==> src/rtl/rpn_pkg.sv <==
// Shared constants, codes and control types of the postfix expression evaluator.
// No dependencies; every other file of the block imports this package.
package rpn_pkg;

	localparam int STACK_DEPTH = 64;
	localparam int ADDR_W      = $clog2(STACK_DEPTH);
	localparam int CNT_W       = $clog2(STACK_DEPTH + 1);

	localparam int OP_W   = 3;
	localparam int DATA_W = 16;
	localparam int RES_W  = 32;
	localparam int STAT_W = 2;

	localparam logic [OP_W-1:0] OP_PUSH = 3'd0;
	localparam logic [OP_W-1:0] OP_ADD  = 3'd1;
	localparam logic [OP_W-1:0] OP_SUB  = 3'd2;
	localparam logic [OP_W-1:0] OP_MUL  = 3'd3;
	localparam logic [OP_W-1:0] OP_DIV  = 3'd4;
	localparam logic [OP_W-1:0] OP_REM  = 3'd5;
	localparam logic [OP_W-1:0] OP_POW  = 3'd6;

	localparam logic [STAT_W-1:0] ST_OK   = 2'd0;
	localparam logic [STAT_W-1:0] ST_DIV0 = 2'd1;
	localparam logic [STAT_W-1:0] ST_OVF  = 2'd2;
	localparam logic [STAT_W-1:0] ST_BAD  = 2'd3;

	localparam logic signed [RES_W-1:0] RES_MAX = 32'sh7FFF_FFFF;
	localparam logic signed [RES_W-1:0] RES_MIN = 32'sh8000_0000;

	// Commands from the controller to the datapath.
	typedef struct packed {
		logic load_token;
		logic push;
		logic set_bad;
		logic start;
		logic commit;
		logic finish;
	} rpn_cmd_t;

	// Status from the datapath to the controller.
	typedef struct packed {
		logic [OP_W-1:0] op;
		logic            last;
		logic            err;
		logic            full;
		logic            short_stack;
		logic            alu_done;
	} rpn_stat_t;

	// True when a wide result is representable as a signed stack entry.
	function automatic logic fits_data(input logic signed [RES_W-1:0] v);
		return (&v[RES_W-1:DATA_W-1]) | ~(|v[RES_W-1:DATA_W-1]);
	endfunction

endpackage

==> src/rtl/rpn_tok_if.sv <==
// Token channel of the postfix expression evaluator: valid/ready plus one token.
// Depends on rpn_pkg for the field widths.
interface rpn_tok_if;
	import rpn_pkg::*;

	logic                     valid;
	logic                     ready;
	logic [OP_W-1:0]          operation;
	logic signed [DATA_W-1:0] operand_value;
	logic                     last_token;

	modport source (output valid, output operation, output operand_value, output last_token,
		input ready);
	modport sink (input valid, input operation, input operand_value, input last_token,
		output ready);
endinterface

==> src/rtl/rpn_res_if.sv <==
// Result channel of the postfix expression evaluator: valid/ready plus one result.
// Depends on rpn_pkg for the field widths.
interface rpn_res_if;
	import rpn_pkg::*;

	logic                    valid;
	logic                    ready;
	logic signed [RES_W-1:0] result_value;
	logic [STAT_W-1:0]       status;

	modport source (output valid, output result_value, output status, input ready);
	modport sink (input valid, input result_value, input status, output ready);
endinterface

==> src/rtl/postfix_expression_evaluator.sv <==
// Postfix expression evaluator over a 16-bit signed value stack.
// The tokens channel carries one item per token: an operation code, an operand
// value used by pushes, and a flag marking the last token of an expression.
// The results channel carries one item per expression: the top of the stack
// (or the failing value) and a status code.
// A push passes through the dispatch state before the next token is taken; add,
// subtract and multiply, and a divide or remainder by zero, also wait in the
// execute state for the arithmetic unit; any other divide or remainder runs the
// one-bit-per-cycle divider; power runs the multiply loop, which stops early once
// the product saturates. A last token's finish state loads the result register.
// A result register parts the two channels: tokens of the next expression are
// taken while a result waits, but a second last token waits until the first
// result has been taken.
// Reset empties the stack, clears the error and drops any pending result; the
// stack memory itself is not cleared, as entries above the fill count are
// never used.
// Depends on rpn_pkg, rpn_tok_if, rpn_res_if, rpn_ctrl and rpn_dp.
module postfix_expression_evaluator (
	input logic       clk,
	input logic       arst_n,
	rpn_tok_if.sink   tokens,
	rpn_res_if.source results
);
	import rpn_pkg::*;

	rpn_cmd_t  cmd;
	rpn_stat_t stat;

	rpn_ctrl u_ctrl (
		.clk       (clk),
		.arst_n    (arst_n),
		.tok_valid (tokens.valid),
		.tok_ready (tokens.ready),
		.res_valid (results.valid),
		.res_ready (results.ready),
		.cmd       (cmd),
		.stat      (stat)
	);

	rpn_dp u_dp (
		.clk           (clk),
		.arst_n        (arst_n),
		.operation     (tokens.operation),
		.operand_value (tokens.operand_value),
		.last_token    (tokens.last_token),
		.cmd           (cmd),
		.stat          (stat),
		.result_value  (results.result_value),
		.status        (results.status)
	);

endmodule

==> src/rtl/rpn_alu.sv <==
// Arithmetic unit of the evaluator: registered add, subtract and multiply,
// a restoring divider and a saturating power loop. Depends on rpn_pkg.
module rpn_alu (
	input  logic                             clk,
	input  logic                             arst_n,
	input  logic                             start,
	input  logic [rpn_pkg::OP_W-1:0]         op,
	input  logic signed [rpn_pkg::DATA_W-1:0] lhs,
	input  logic signed [rpn_pkg::DATA_W-1:0] rhs,
	output logic                             done,
	output logic signed [rpn_pkg::RES_W-1:0] res,
	output logic                             div0
);
	import rpn_pkg::*;

	typedef enum logic [1:0] {A_IDLE, A_DIV, A_DIVFIX, A_POW} alu_state_t;

	localparam int BITCNT_W = $clog2(DATA_W + 1);

	alu_state_t                state_q;
	logic                      done_q;
	logic                      div0_q;
	logic signed [RES_W-1:0]   res_q;
	logic                      lhs_neg_q;
	logic                      rhs_neg_q;
	logic                      is_rem_q;
	logic [DATA_W-1:0]         quo_q;
	logic [DATA_W-1:0]         rem_q;
	logic [DATA_W-1:0]         divisor_q;
	logic [BITCNT_W-1:0]       bit_cnt_q;
	logic signed [RES_W-1:0]   acc_q;
	logic signed [DATA_W-1:0]  base_q;
	logic [DATA_W-2:0]         exp_q;

	logic signed [RES_W-1:0]        lhs_x;
	logic signed [RES_W-1:0]        rhs_x;
	logic signed [RES_W-1:0]        mul_res;
	logic [DATA_W-1:0]              lhs_mag;
	logic [DATA_W-1:0]              rhs_mag;
	logic [DATA_W:0]                shifted;
	logic                           take;
	logic signed [RES_W+DATA_W-1:0] prod;
	logic signed [RES_W-1:0]        quo_x;
	logic signed [RES_W-1:0]        rem_x;

	assign lhs_x   = {{(RES_W-DATA_W){lhs[DATA_W-1]}}, lhs};
	assign rhs_x   = {{(RES_W-DATA_W){rhs[DATA_W-1]}}, rhs};
	assign mul_res = lhs * rhs;
	assign lhs_mag = lhs[DATA_W-1] ? (~lhs + DATA_W'(1)) : lhs;
	assign rhs_mag = rhs[DATA_W-1] ? (~rhs + DATA_W'(1)) : rhs;

	// One quotient bit per cycle; the partial remainder stays below the divisor.
	assign shifted = {rem_q, quo_q[DATA_W-1]};
	assign take    = shifted >= {1'b0, divisor_q};

	assign prod  = acc_q * base_q;
	assign quo_x = {{(RES_W-DATA_W){1'b0}}, quo_q};
	assign rem_x = {{(RES_W-DATA_W){1'b0}}, rem_q};

	always_ff @(posedge clk or negedge arst_n) begin
		if (!arst_n) begin
			state_q   <= A_IDLE;
			done_q    <= 1'b0;
			div0_q    <= 1'b0;
			res_q     <= '0;
			lhs_neg_q <= 1'b0;
			rhs_neg_q <= 1'b0;
			is_rem_q  <= 1'b0;
			quo_q     <= '0;
			rem_q     <= '0;
			divisor_q <= '0;
			bit_cnt_q <= '0;
			acc_q     <= '0;
			base_q    <= '0;
			exp_q     <= '0;
		end else begin
			done_q <= 1'b0;
			case (state_q)
				A_IDLE: begin
					if (start) begin
						div0_q <= 1'b0;
						case (op)
							OP_ADD: begin
								res_q  <= lhs_x + rhs_x;
								done_q <= 1'b1;
							end
							OP_SUB: begin
								res_q  <= lhs_x - rhs_x;
								done_q <= 1'b1;
							end
							OP_MUL: begin
								res_q  <= mul_res;
								done_q <= 1'b1;
							end
							OP_DIV, OP_REM: begin
								if (rhs == '0) begin
									div0_q <= 1'b1;
									res_q  <= '0;
									done_q <= 1'b1;
								end else begin
									lhs_neg_q <= lhs[DATA_W-1];
									rhs_neg_q <= rhs[DATA_W-1];
									is_rem_q  <= (op == OP_REM);
									quo_q     <= lhs_mag;
									rem_q     <= '0;
									divisor_q <= rhs_mag;
									bit_cnt_q <= BITCNT_W'(DATA_W);
									state_q   <= A_DIV;
								end
							end
							OP_POW: begin
								if (lhs == DATA_W'(1)) begin
									res_q  <= RES_W'(1);
									done_q <= 1'b1;
								end else if (lhs == '1) begin
									res_q  <= rhs[0] ? '1 : RES_W'(1);
									done_q <= 1'b1;
								end else if (lhs == '0) begin
									// Zero to a negative power saturates to the largest positive result.
									if (rhs[DATA_W-1]) begin
										res_q <= RES_MAX;
									end else begin
										res_q <= (rhs == '0) ? RES_W'(1) : '0;
									end
									done_q <= 1'b1;
								end else if (rhs[DATA_W-1]) begin
									res_q  <= '0;
									done_q <= 1'b1;
								end else begin
									acc_q   <= RES_W'(1);
									base_q  <= lhs;
									exp_q   <= rhs[DATA_W-2:0];
									state_q <= A_POW;
								end
							end
							default: begin
								res_q  <= '0;
								done_q <= 1'b1;
							end
						endcase
					end
				end
				A_DIV: begin
					if (take) begin
						rem_q <= DATA_W'(shifted - {1'b0, divisor_q});
					end else begin
						rem_q <= shifted[DATA_W-1:0];
					end
					quo_q     <= {quo_q[DATA_W-2:0], take};
					bit_cnt_q <= bit_cnt_q - BITCNT_W'(1);
					if (bit_cnt_q == BITCNT_W'(1)) begin
						state_q <= A_DIVFIX;
					end
				end
				A_DIVFIX: begin
					// The quotient is truncated toward zero; the remainder takes the
					// sign of the dividend.
					if (is_rem_q) begin
						res_q <= lhs_neg_q ? -rem_x : rem_x;
					end else begin
						res_q <= (lhs_neg_q ^ rhs_neg_q) ? -quo_x : quo_x;
					end
					done_q  <= 1'b1;
					state_q <= A_IDLE;
				end
				A_POW: begin
					if (exp_q == '0) begin
						res_q   <= acc_q;
						done_q  <= 1'b1;
						state_q <= A_IDLE;
					end else if (prod > RES_MAX) begin
						res_q   <= RES_MAX;
						done_q  <= 1'b1;
						state_q <= A_IDLE;
					end else if (prod < RES_MIN) begin
						res_q   <= RES_MIN;
						done_q  <= 1'b1;
						state_q <= A_IDLE;
					end else begin
						acc_q <= prod[RES_W-1:0];
						exp_q <= exp_q - (DATA_W-1)'(1);
					end
				end
				default: begin
					state_q <= A_IDLE;
				end
			endcase
		end
	end

	assign done = done_q;
	assign res  = res_q;
	assign div0 = div0_q;

endmodule

==> src/rtl/rpn_dp.sv <==
// Datapath of the evaluator: token register, value stack memory, top-of-stack,
// sticky error, arithmetic unit and result register. Depends on rpn_pkg, rpn_alu.
module rpn_dp (
	input  logic                              clk,
	input  logic                              arst_n,
	input  logic [rpn_pkg::OP_W-1:0]          operation,
	input  logic signed [rpn_pkg::DATA_W-1:0] operand_value,
	input  logic                              last_token,
	input  rpn_pkg::rpn_cmd_t                 cmd,
	output rpn_pkg::rpn_stat_t                stat,
	output logic signed [rpn_pkg::RES_W-1:0]  result_value,
	output logic [rpn_pkg::STAT_W-1:0]        status
);
	import rpn_pkg::*;

	logic [OP_W-1:0]          op_q;
	logic signed [DATA_W-1:0] operand_q;
	logic                     last_q;
	logic [CNT_W-1:0]         count_q;
	logic [STAT_W-1:0]        err_q;
	logic signed [RES_W-1:0]  err_val_q;
	logic signed [DATA_W-1:0] tos_q;
	logic signed [DATA_W-1:0] rdata_q;
	logic signed [RES_W-1:0]  out_value_q;
	logic [STAT_W-1:0]        out_status_q;

	logic signed [DATA_W-1:0] stack_mem [STACK_DEPTH];

	logic [ADDR_W-1:0]        rd_addr;
	logic [ADDR_W-1:0]        wr_addr;
	logic signed [DATA_W-1:0] wr_data;
	logic                     wr_en;
	logic                     alu_done;
	logic signed [RES_W-1:0]  alu_res;
	logic                     alu_div0;
	logic                     commit_ok;

	rpn_alu u_alu (
		.clk    (clk),
		.arst_n (arst_n),
		.start  (cmd.start),
		.op     (op_q),
		.lhs    (rdata_q),
		.rhs    (tos_q),
		.done   (alu_done),
		.res    (alu_res),
		.div0   (alu_div0)
	);

	// The entry below the top is read every cycle; the top itself lives in tos_q.
	assign rd_addr   = count_q[ADDR_W-1:0] - ADDR_W'(2);
	assign commit_ok = cmd.commit & ~alu_div0 & fits_data(alu_res);
	assign wr_en     = cmd.push | commit_ok;
	assign wr_addr   = cmd.push ? count_q[ADDR_W-1:0] : rd_addr;
	assign wr_data   = cmd.push ? operand_q : alu_res[DATA_W-1:0];

	always_ff @(posedge clk) begin
		if (wr_en) begin
			stack_mem[wr_addr] <= wr_data;
		end
		rdata_q <= stack_mem[rd_addr];
	end

	always_ff @(posedge clk) begin
		if (cmd.load_token) begin
			op_q      <= operation;
			operand_q <= operand_value;
			last_q    <= last_token;
		end
		if (cmd.push) begin
			tos_q <= operand_q;
		end else if (commit_ok) begin
			tos_q <= alu_res[DATA_W-1:0];
		end
		if (cmd.finish) begin
			if (err_q != ST_OK) begin
				out_status_q <= err_q;
				out_value_q  <= err_val_q;
			end else if (count_q == '0) begin
				out_status_q <= ST_BAD;
				out_value_q  <= '0;
			end else begin
				out_status_q <= ST_OK;
				out_value_q  <= {{(RES_W-DATA_W){tos_q[DATA_W-1]}}, tos_q};
			end
		end
	end

	always_ff @(posedge clk or negedge arst_n) begin
		if (!arst_n) begin
			count_q   <= '0;
			err_q     <= ST_OK;
			err_val_q <= '0;
		end else if (cmd.finish) begin
			count_q   <= '0;
			err_q     <= ST_OK;
			err_val_q <= '0;
		end else if (cmd.set_bad) begin
			err_q     <= ST_BAD;
			err_val_q <= '0;
		end else if (cmd.push) begin
			count_q <= count_q + CNT_W'(1);
		end else if (cmd.commit) begin
			if (alu_div0) begin
				err_q     <= ST_DIV0;
				err_val_q <= '0;
			end else if (!fits_data(alu_res)) begin
				err_q     <= ST_OVF;
				err_val_q <= alu_res;
			end else begin
				count_q <= count_q - CNT_W'(1);
			end
		end
	end

	always_comb begin
		stat.op          = op_q;
		stat.last        = last_q;
		stat.err         = (err_q != ST_OK);
		stat.full        = (count_q == CNT_W'(STACK_DEPTH));
		stat.short_stack = (count_q < CNT_W'(2));
		stat.alu_done    = alu_done;
	end

	assign result_value = out_value_q;
	assign status       = out_status_q;

endmodule

==> src/rtl/rpn_ctrl.sv <==
// Controller of the evaluator: token handshake, per-token sequencing and the
// result valid flag. Depends on rpn_pkg for command and status types.
module rpn_ctrl (
	input  logic               clk,
	input  logic               arst_n,
	input  logic               tok_valid,
	output logic               tok_ready,
	output logic               res_valid,
	input  logic               res_ready,
	output rpn_pkg::rpn_cmd_t  cmd,
	input  rpn_pkg::rpn_stat_t stat
);
	import rpn_pkg::*;

	typedef enum logic [1:0] {S_IDLE, S_DISPATCH, S_EXEC, S_FINISH} state_t;

	state_t state_q;
	state_t state_d;
	logic   res_valid_q;

	always_comb begin
		cmd     = '0;
		state_d = state_q;
		case (state_q)
			S_IDLE: begin
				if (tok_valid) begin
					cmd.load_token = 1'b1;
					state_d        = S_DISPATCH;
				end
			end
			S_DISPATCH: begin
				state_d = stat.last ? S_FINISH : S_IDLE;
				// After the first error the remaining tokens are dropped.
				if (stat.err) begin
					cmd = '0;
				end else if (stat.op == OP_PUSH) begin
					if (stat.full) begin
						cmd.set_bad = 1'b1;
					end else begin
						cmd.push = 1'b1;
					end
				end else if (stat.op > OP_POW || stat.short_stack) begin
					cmd.set_bad = 1'b1;
				end else begin
					cmd.start = 1'b1;
					state_d   = S_EXEC;
				end
			end
			S_EXEC: begin
				if (stat.alu_done) begin
					cmd.commit = 1'b1;
					state_d    = stat.last ? S_FINISH : S_IDLE;
				end
			end
			S_FINISH: begin
				if (!res_valid_q || res_ready) begin
					cmd.finish = 1'b1;
					state_d    = S_IDLE;
				end
			end
			default: begin
				state_d = S_IDLE;
			end
		endcase
	end

	always_ff @(posedge clk or negedge arst_n) begin
		if (!arst_n) begin
			state_q     <= S_IDLE;
			res_valid_q <= 1'b0;
		end else begin
			state_q <= state_d;
			if (cmd.finish) begin
				res_valid_q <= 1'b1;
			end else if (res_ready) begin
				res_valid_q <= 1'b0;
			end
		end
	end

	assign tok_ready = (state_q == S_IDLE);
	assign res_valid = res_valid_q;

endmodule

==> src/flat_wrapper.sv <==
// flat-port wrapper written by rule: the top's interface ports become plain ports
module postfix_expression_evaluator_flat import rpn_pkg::*;
  (clk, arst_n, tokens_valid, tokens_operation, tokens_operand_value, tokens_last_token, tokens_ready, results_valid, results_result_value, results_status, results_ready);
  rpn_tok_if tokens_i ();
  rpn_res_if results_i ();
  input logic clk;
  input logic arst_n;
  input wire logic [$bits(tokens_i.valid)-1:0] tokens_valid;
  input wire logic [$bits(tokens_i.operation)-1:0] tokens_operation;
  input wire logic [$bits(tokens_i.operand_value)-1:0] tokens_operand_value;
  input wire logic [$bits(tokens_i.last_token)-1:0] tokens_last_token;
  output wire logic [$bits(tokens_i.ready)-1:0] tokens_ready;
  output wire logic [$bits(results_i.valid)-1:0] results_valid;
  output wire logic [$bits(results_i.result_value)-1:0] results_result_value;
  output wire logic [$bits(results_i.status)-1:0] results_status;
  input wire logic [$bits(results_i.ready)-1:0] results_ready;
  assign tokens_i.valid = tokens_valid;
  assign tokens_i.operation = tokens_operation;
  assign tokens_i.operand_value = tokens_operand_value;
  assign tokens_i.last_token = tokens_last_token;
  assign tokens_ready = tokens_i.ready;
  assign results_valid = results_i.valid;
  assign results_result_value = results_i.result_value;
  assign results_status = results_i.status;
  assign results_i.ready = results_ready;
  postfix_expression_evaluator u_core (.clk(clk), .arst_n(arst_n), .tokens(tokens_i), .results(results_i));
endmodule
==> config.mk <==
export PLATFORM = sky130hd
export DESIGN_NAME = postfix_expression_evaluator_flat
export DESIGN_NICKNAME = d
export VERILOG_FILES = /design/src/rtl/rpn_pkg.sv /design/src/rtl/rpn_tok_if.sv /design/src/rtl/rpn_res_if.sv /design/src/rtl/postfix_expression_evaluator.sv /design/src/rtl/rpn_alu.sv /design/src/rtl/rpn_dp.sv /design/src/rtl/rpn_ctrl.sv /design/src/flat_wrapper.sv
export SDC_FILE = /design/constraint.sdc
export NUM_CORES = 2
export LEC_CHECK = 0
export BUFFER_PORTS_ARGS = -buffer_cell sky130_fd_sc_hd__buf_4
export CORE_ASPECT_RATIO = 1.4
export CORE_MARGIN = 2
export CORE_UTILIZATION = 50
export CTS_CLUSTER_SIZE = 12
export DETAILED_ROUTE_END_ITERATION = 8
export PLACE_DENSITY = 0.65
export SETUP_SLACK_MARGIN = 0.15
export SLEW_MARGIN = 20
export SYNTH_ARGS = -nofsm -noshare
export SYNTH_HDL_FRONTEND = slang
export SYNTH_SLANG_ARGS = --single-unit
==> constraint.sdc <==
create_clock -name clk -period 16.6 [get_ports clk]
set_clock_uncertainty 0.05 [all_clocks]
set_input_delay 3.32 -clock clk [delete_from_list [all_inputs] [get_ports clk]]
set_output_delay 3.32 -clock clk [all_outputs]
set_load 0.01 [all_outputs]
==> reports/results.ini <==
[run_status]
status=completed

[setup_path]
critPathSlowestCell=nand4_1
rr_endpoint=u_core.u_dp.u_alu.res[1]$_DFFE_PN0P_
critPathArrivalTime_ns=10.00
worstSetupStartpointType=flip-flop
worst_setup_path_end_kind=flip-flop
crit_path_max_fanout=33
crit_chain=clkinv_1, buf_4, nor2_1, fa_1, fa_1, fa_1, fa_1, fa_1, inv_1, fa_1, inv_1, ha_1, nand4_1, or3_1, a311oi_2, o21ai_2, a2111oi_2, o2111a_1, nor3_1, nor4_2, nand4_1, and2_1, buf_4, mux2_1
critPathRequiredTime_ns=17.19
critical_path_class=flip-flop to flip-flop
reg2reg_from=u_core.u_dp.u_alu.base_q[15]$_DFFE_PN0P_
cpPeakStageDelay_ns=0.60
r2r_slack_ns=7.19
cpMostUsedCell=fa_1
setup.worst_path.start=u_core.u_dp.u_alu.base_q[15]$_DFFE_PN0P_
r2r_cells=24

[timing]
final.setup.tns_ns=0
min_period_ns=9.411
finalCritPeriodShare_pct=56.69
hold_viol_final=0
setup_viol=0
tightest_slew_ns=1.247
worst_slack_ns=7.189
fmax_ghz=0.1063
grt_setup_unrepaired=no
slew_headroom_pct=16.90
slew_violations=0

[die]
fp-row-count=178
dieArea_um2=171700
die_height_um=489.5
die_w_um=350.8
coreArea_um2=167700
ioPinCount=60
start_util_pct=50.20

[min_path]
min_path_cells=2
hp-start=u_core.u_dp.err_val_q[5]$_DFFE_PN0P_
holdPathEnd=u_core.u_dp.err_val_q[5]$_DFFE_PN0P_
hp-class=flip-flop to flip-flop

[grt]
use_met1_pct=33.77
antenna_found_initial=4
use_met3_pct=4.198
grt_pass1_wl_mm=357.0
overflow=0
gr-usage-all-layers_pct=28.33
busiest_layer=met2
grt_max_degree=91
met2_usage_pct=49.87
grt_pass1_vias=57050

[clock_network]
insertion_delay_ns=0.78
cts-hold-fix-buffers=0
cts_resized=0
clkTransAtPathRegs_ns=0.06
cts.path.max_buffers=3
cts_tree=yes
post-cts-setup-buffers=0
htree_num_levels=4
clock-sinks=1309
cts_root_buf=clkbuf_16
cts_buffers=133

[yosys]
ys_async_sr_fraction_pct=15.20
seq_area_frac_synth_pct=45.32
synthTopCellsByArea=edfxtp_1 (39%), fa_1 (18%), mux4_2 (8.6%)
syn_area_per_cell_um2=12.47
syn-num-nets=7789
synthCells=6751
synth.distinct_cells=94
synth.largest_area_cell=edfxtp_1
synth_area_um2=84190
synth_edf_count=1094
synth-main-ff-cell=edfxtp_1
synth_top_area_share_pct=39.02
ys_seq_elements=1309
yosysWarnings=0

[final_layout]
area_growth_pct=8.873
multi_input_area_um2=41270
layout-drive-gt1-share_pct=11.67
num-fill-cells=13840
final_nets=7792
fin_cells=9073
seqCellArea_um2=38160

[route]
vias=53810
ant_nets=0
routedWlPerCell_um=26.08
drt_iter0_drc=4637
drt_pass1_iterations=6
via_per_inst=5.931
route.detailed.drc=0
wirelength_mm=236.6

[place]
port_buffers=59
hpwl_mm=164.2
dpl_worst_slack_ns=7.333
gp_congestion=0.9770
post-place-cells=8869

[run]
maxCapViolations=0

## critical path: cells and delay by family, from the launching register on
| kind | cells | cell delay (ns) |
|---|---|---|
| muxes | 1 | 0.39 |
| adders and majority gates | 7 | 3.30 |
| buffers and inverters | 5 | 1.36 |
| DFF | 1 | 0.57 |
| AOI/OAI and AO/OA | 4 | 1.42 |
| and+or+nand+nor | 7 | 2.16 |
## sequential cells by signal, indices dropped and copies added, names as in the netlist, 16 cells and up
name,count
u_core.u_dp.rdata_q,16
u_core.u_dp.u_alu.rem_q,16
u_core.u_dp.u_alu.acc_q,32
u_core.u_dp.u_alu.quo_q,16
u_core.u_dp.u_alu.res,32
u_core.u_dp.tos_q,16
u_core.u_dp.stack_mem,1024
u_core.u_dp.result_value,32
u_core.u_dp.u_alu.divisor_q,16
u_core.u_dp.operand_q,16
u_core.u_dp.u_alu.base_q,16
u_core.u_dp.err_val_q,32
## how the worst max path moves through the flow
| stage | end | slack, ns | depth (start not counted) |
|---|---|---|---|
| after detailed placement | u_core.u_dp.u_alu.res[1]$_DFFE_PN0P_ | 7.33 | 24 |
| after floorplan | u_core.u_dp.u_alu.res[12]$_DFFE_PN0P_ | 9.05 | 28 |
| after global placement | u_core.u_dp.u_alu.res[0]$_DFFE_PN0P_ | 7.45 | 24 |
| final | u_core.u_dp.u_alu.res[1]$_DFFE_PN0P_ | 7.19 | 24 |
| after global routing | u_core.u_dp.u_alu.res[31]$_DFFE_PN0P_ | 6.64 | 24 |
| after CTS | u_core.u_dp.u_alu.res[31]$_DFFE_PN0P_ | 7.26 | 24 |
## routing by layer
layer	vias to the layer above	wire length, µm
li1	23100	-
met1	28060	85850
met2	2037	122200
met3	611	15080
met5	-	47
met4	4	13360
## cells by family after synthesis
group,Yosys count,share of synthesized area [%]
AO/OA/AOI/OAI,771,6.081
multiplexers,388,9.419
XOR/XNOR,152,1.581
adder cells (fa/ha/maj),1014,21.78
flip-flops,1309,45.32
AND/OR/NAND/NOR,1786,9.858
buffers and inverters,1331,5.967
## metrics by stage
stage	util, %	hold slack (ns)	area [µm²]
after CTS	54.64	0.4180	91640
after global placement	52.26	0.3997	87640
after global routing	54.65	0.4355	91660
after detailed placement	52.27	0.4056	87650
final	54.65	0.4175	91660
after floorplan	-	0.3886	84190
## synthesized netlist by cell type (39+ instances only)
cell type     n
fa_1        752
edfxtp_1   1094
nand2b_1     47
buf_1        39
and2_1      273
nand2_1     781
nor2_1      331
nor3_1       74
inv_1       961
xnor2_1     118
clkbuf_1    315
dfrtp_1     199
o21ai_0     140
ha_1        262
a21oi_1     202
mux2i_1      52
a21o_1       61
mux4_2      320
nand3_1      92
a211oi_1     46
## layout make-up
type                    count  share of cell area [%]
clock buffers             174                   3.810
inverters                 965                   3.952
clock inverters            29                  0.5378
well taps                2250                   3.071
multi-input cells        4111                   45.02
diodes                      1                0.002730
repair buffers            234                   1.966
flip-flops and latches   1309                   41.64
## placed cells by master, fill, tap and decap left out, drive strengths merged, types with 38 or more instances in the layout
master	instances
a211oi	47
a21o	61
a21oi	203
and2	274
buf	234
clkbuf	174
dfrtp	199
edfxtp	1094
fa	752
ha	262
inv	966
mux2i	52
mux4	320
nand2	782
nand2b	47
nand3	92
nor2	331
nor3	75
o21ai	152
o31ai	38
xnor2	118
Power is left out: the tool's default activity adds up to more than one toggle a clock period on the data nets, which glitch-free logic cannot reach.
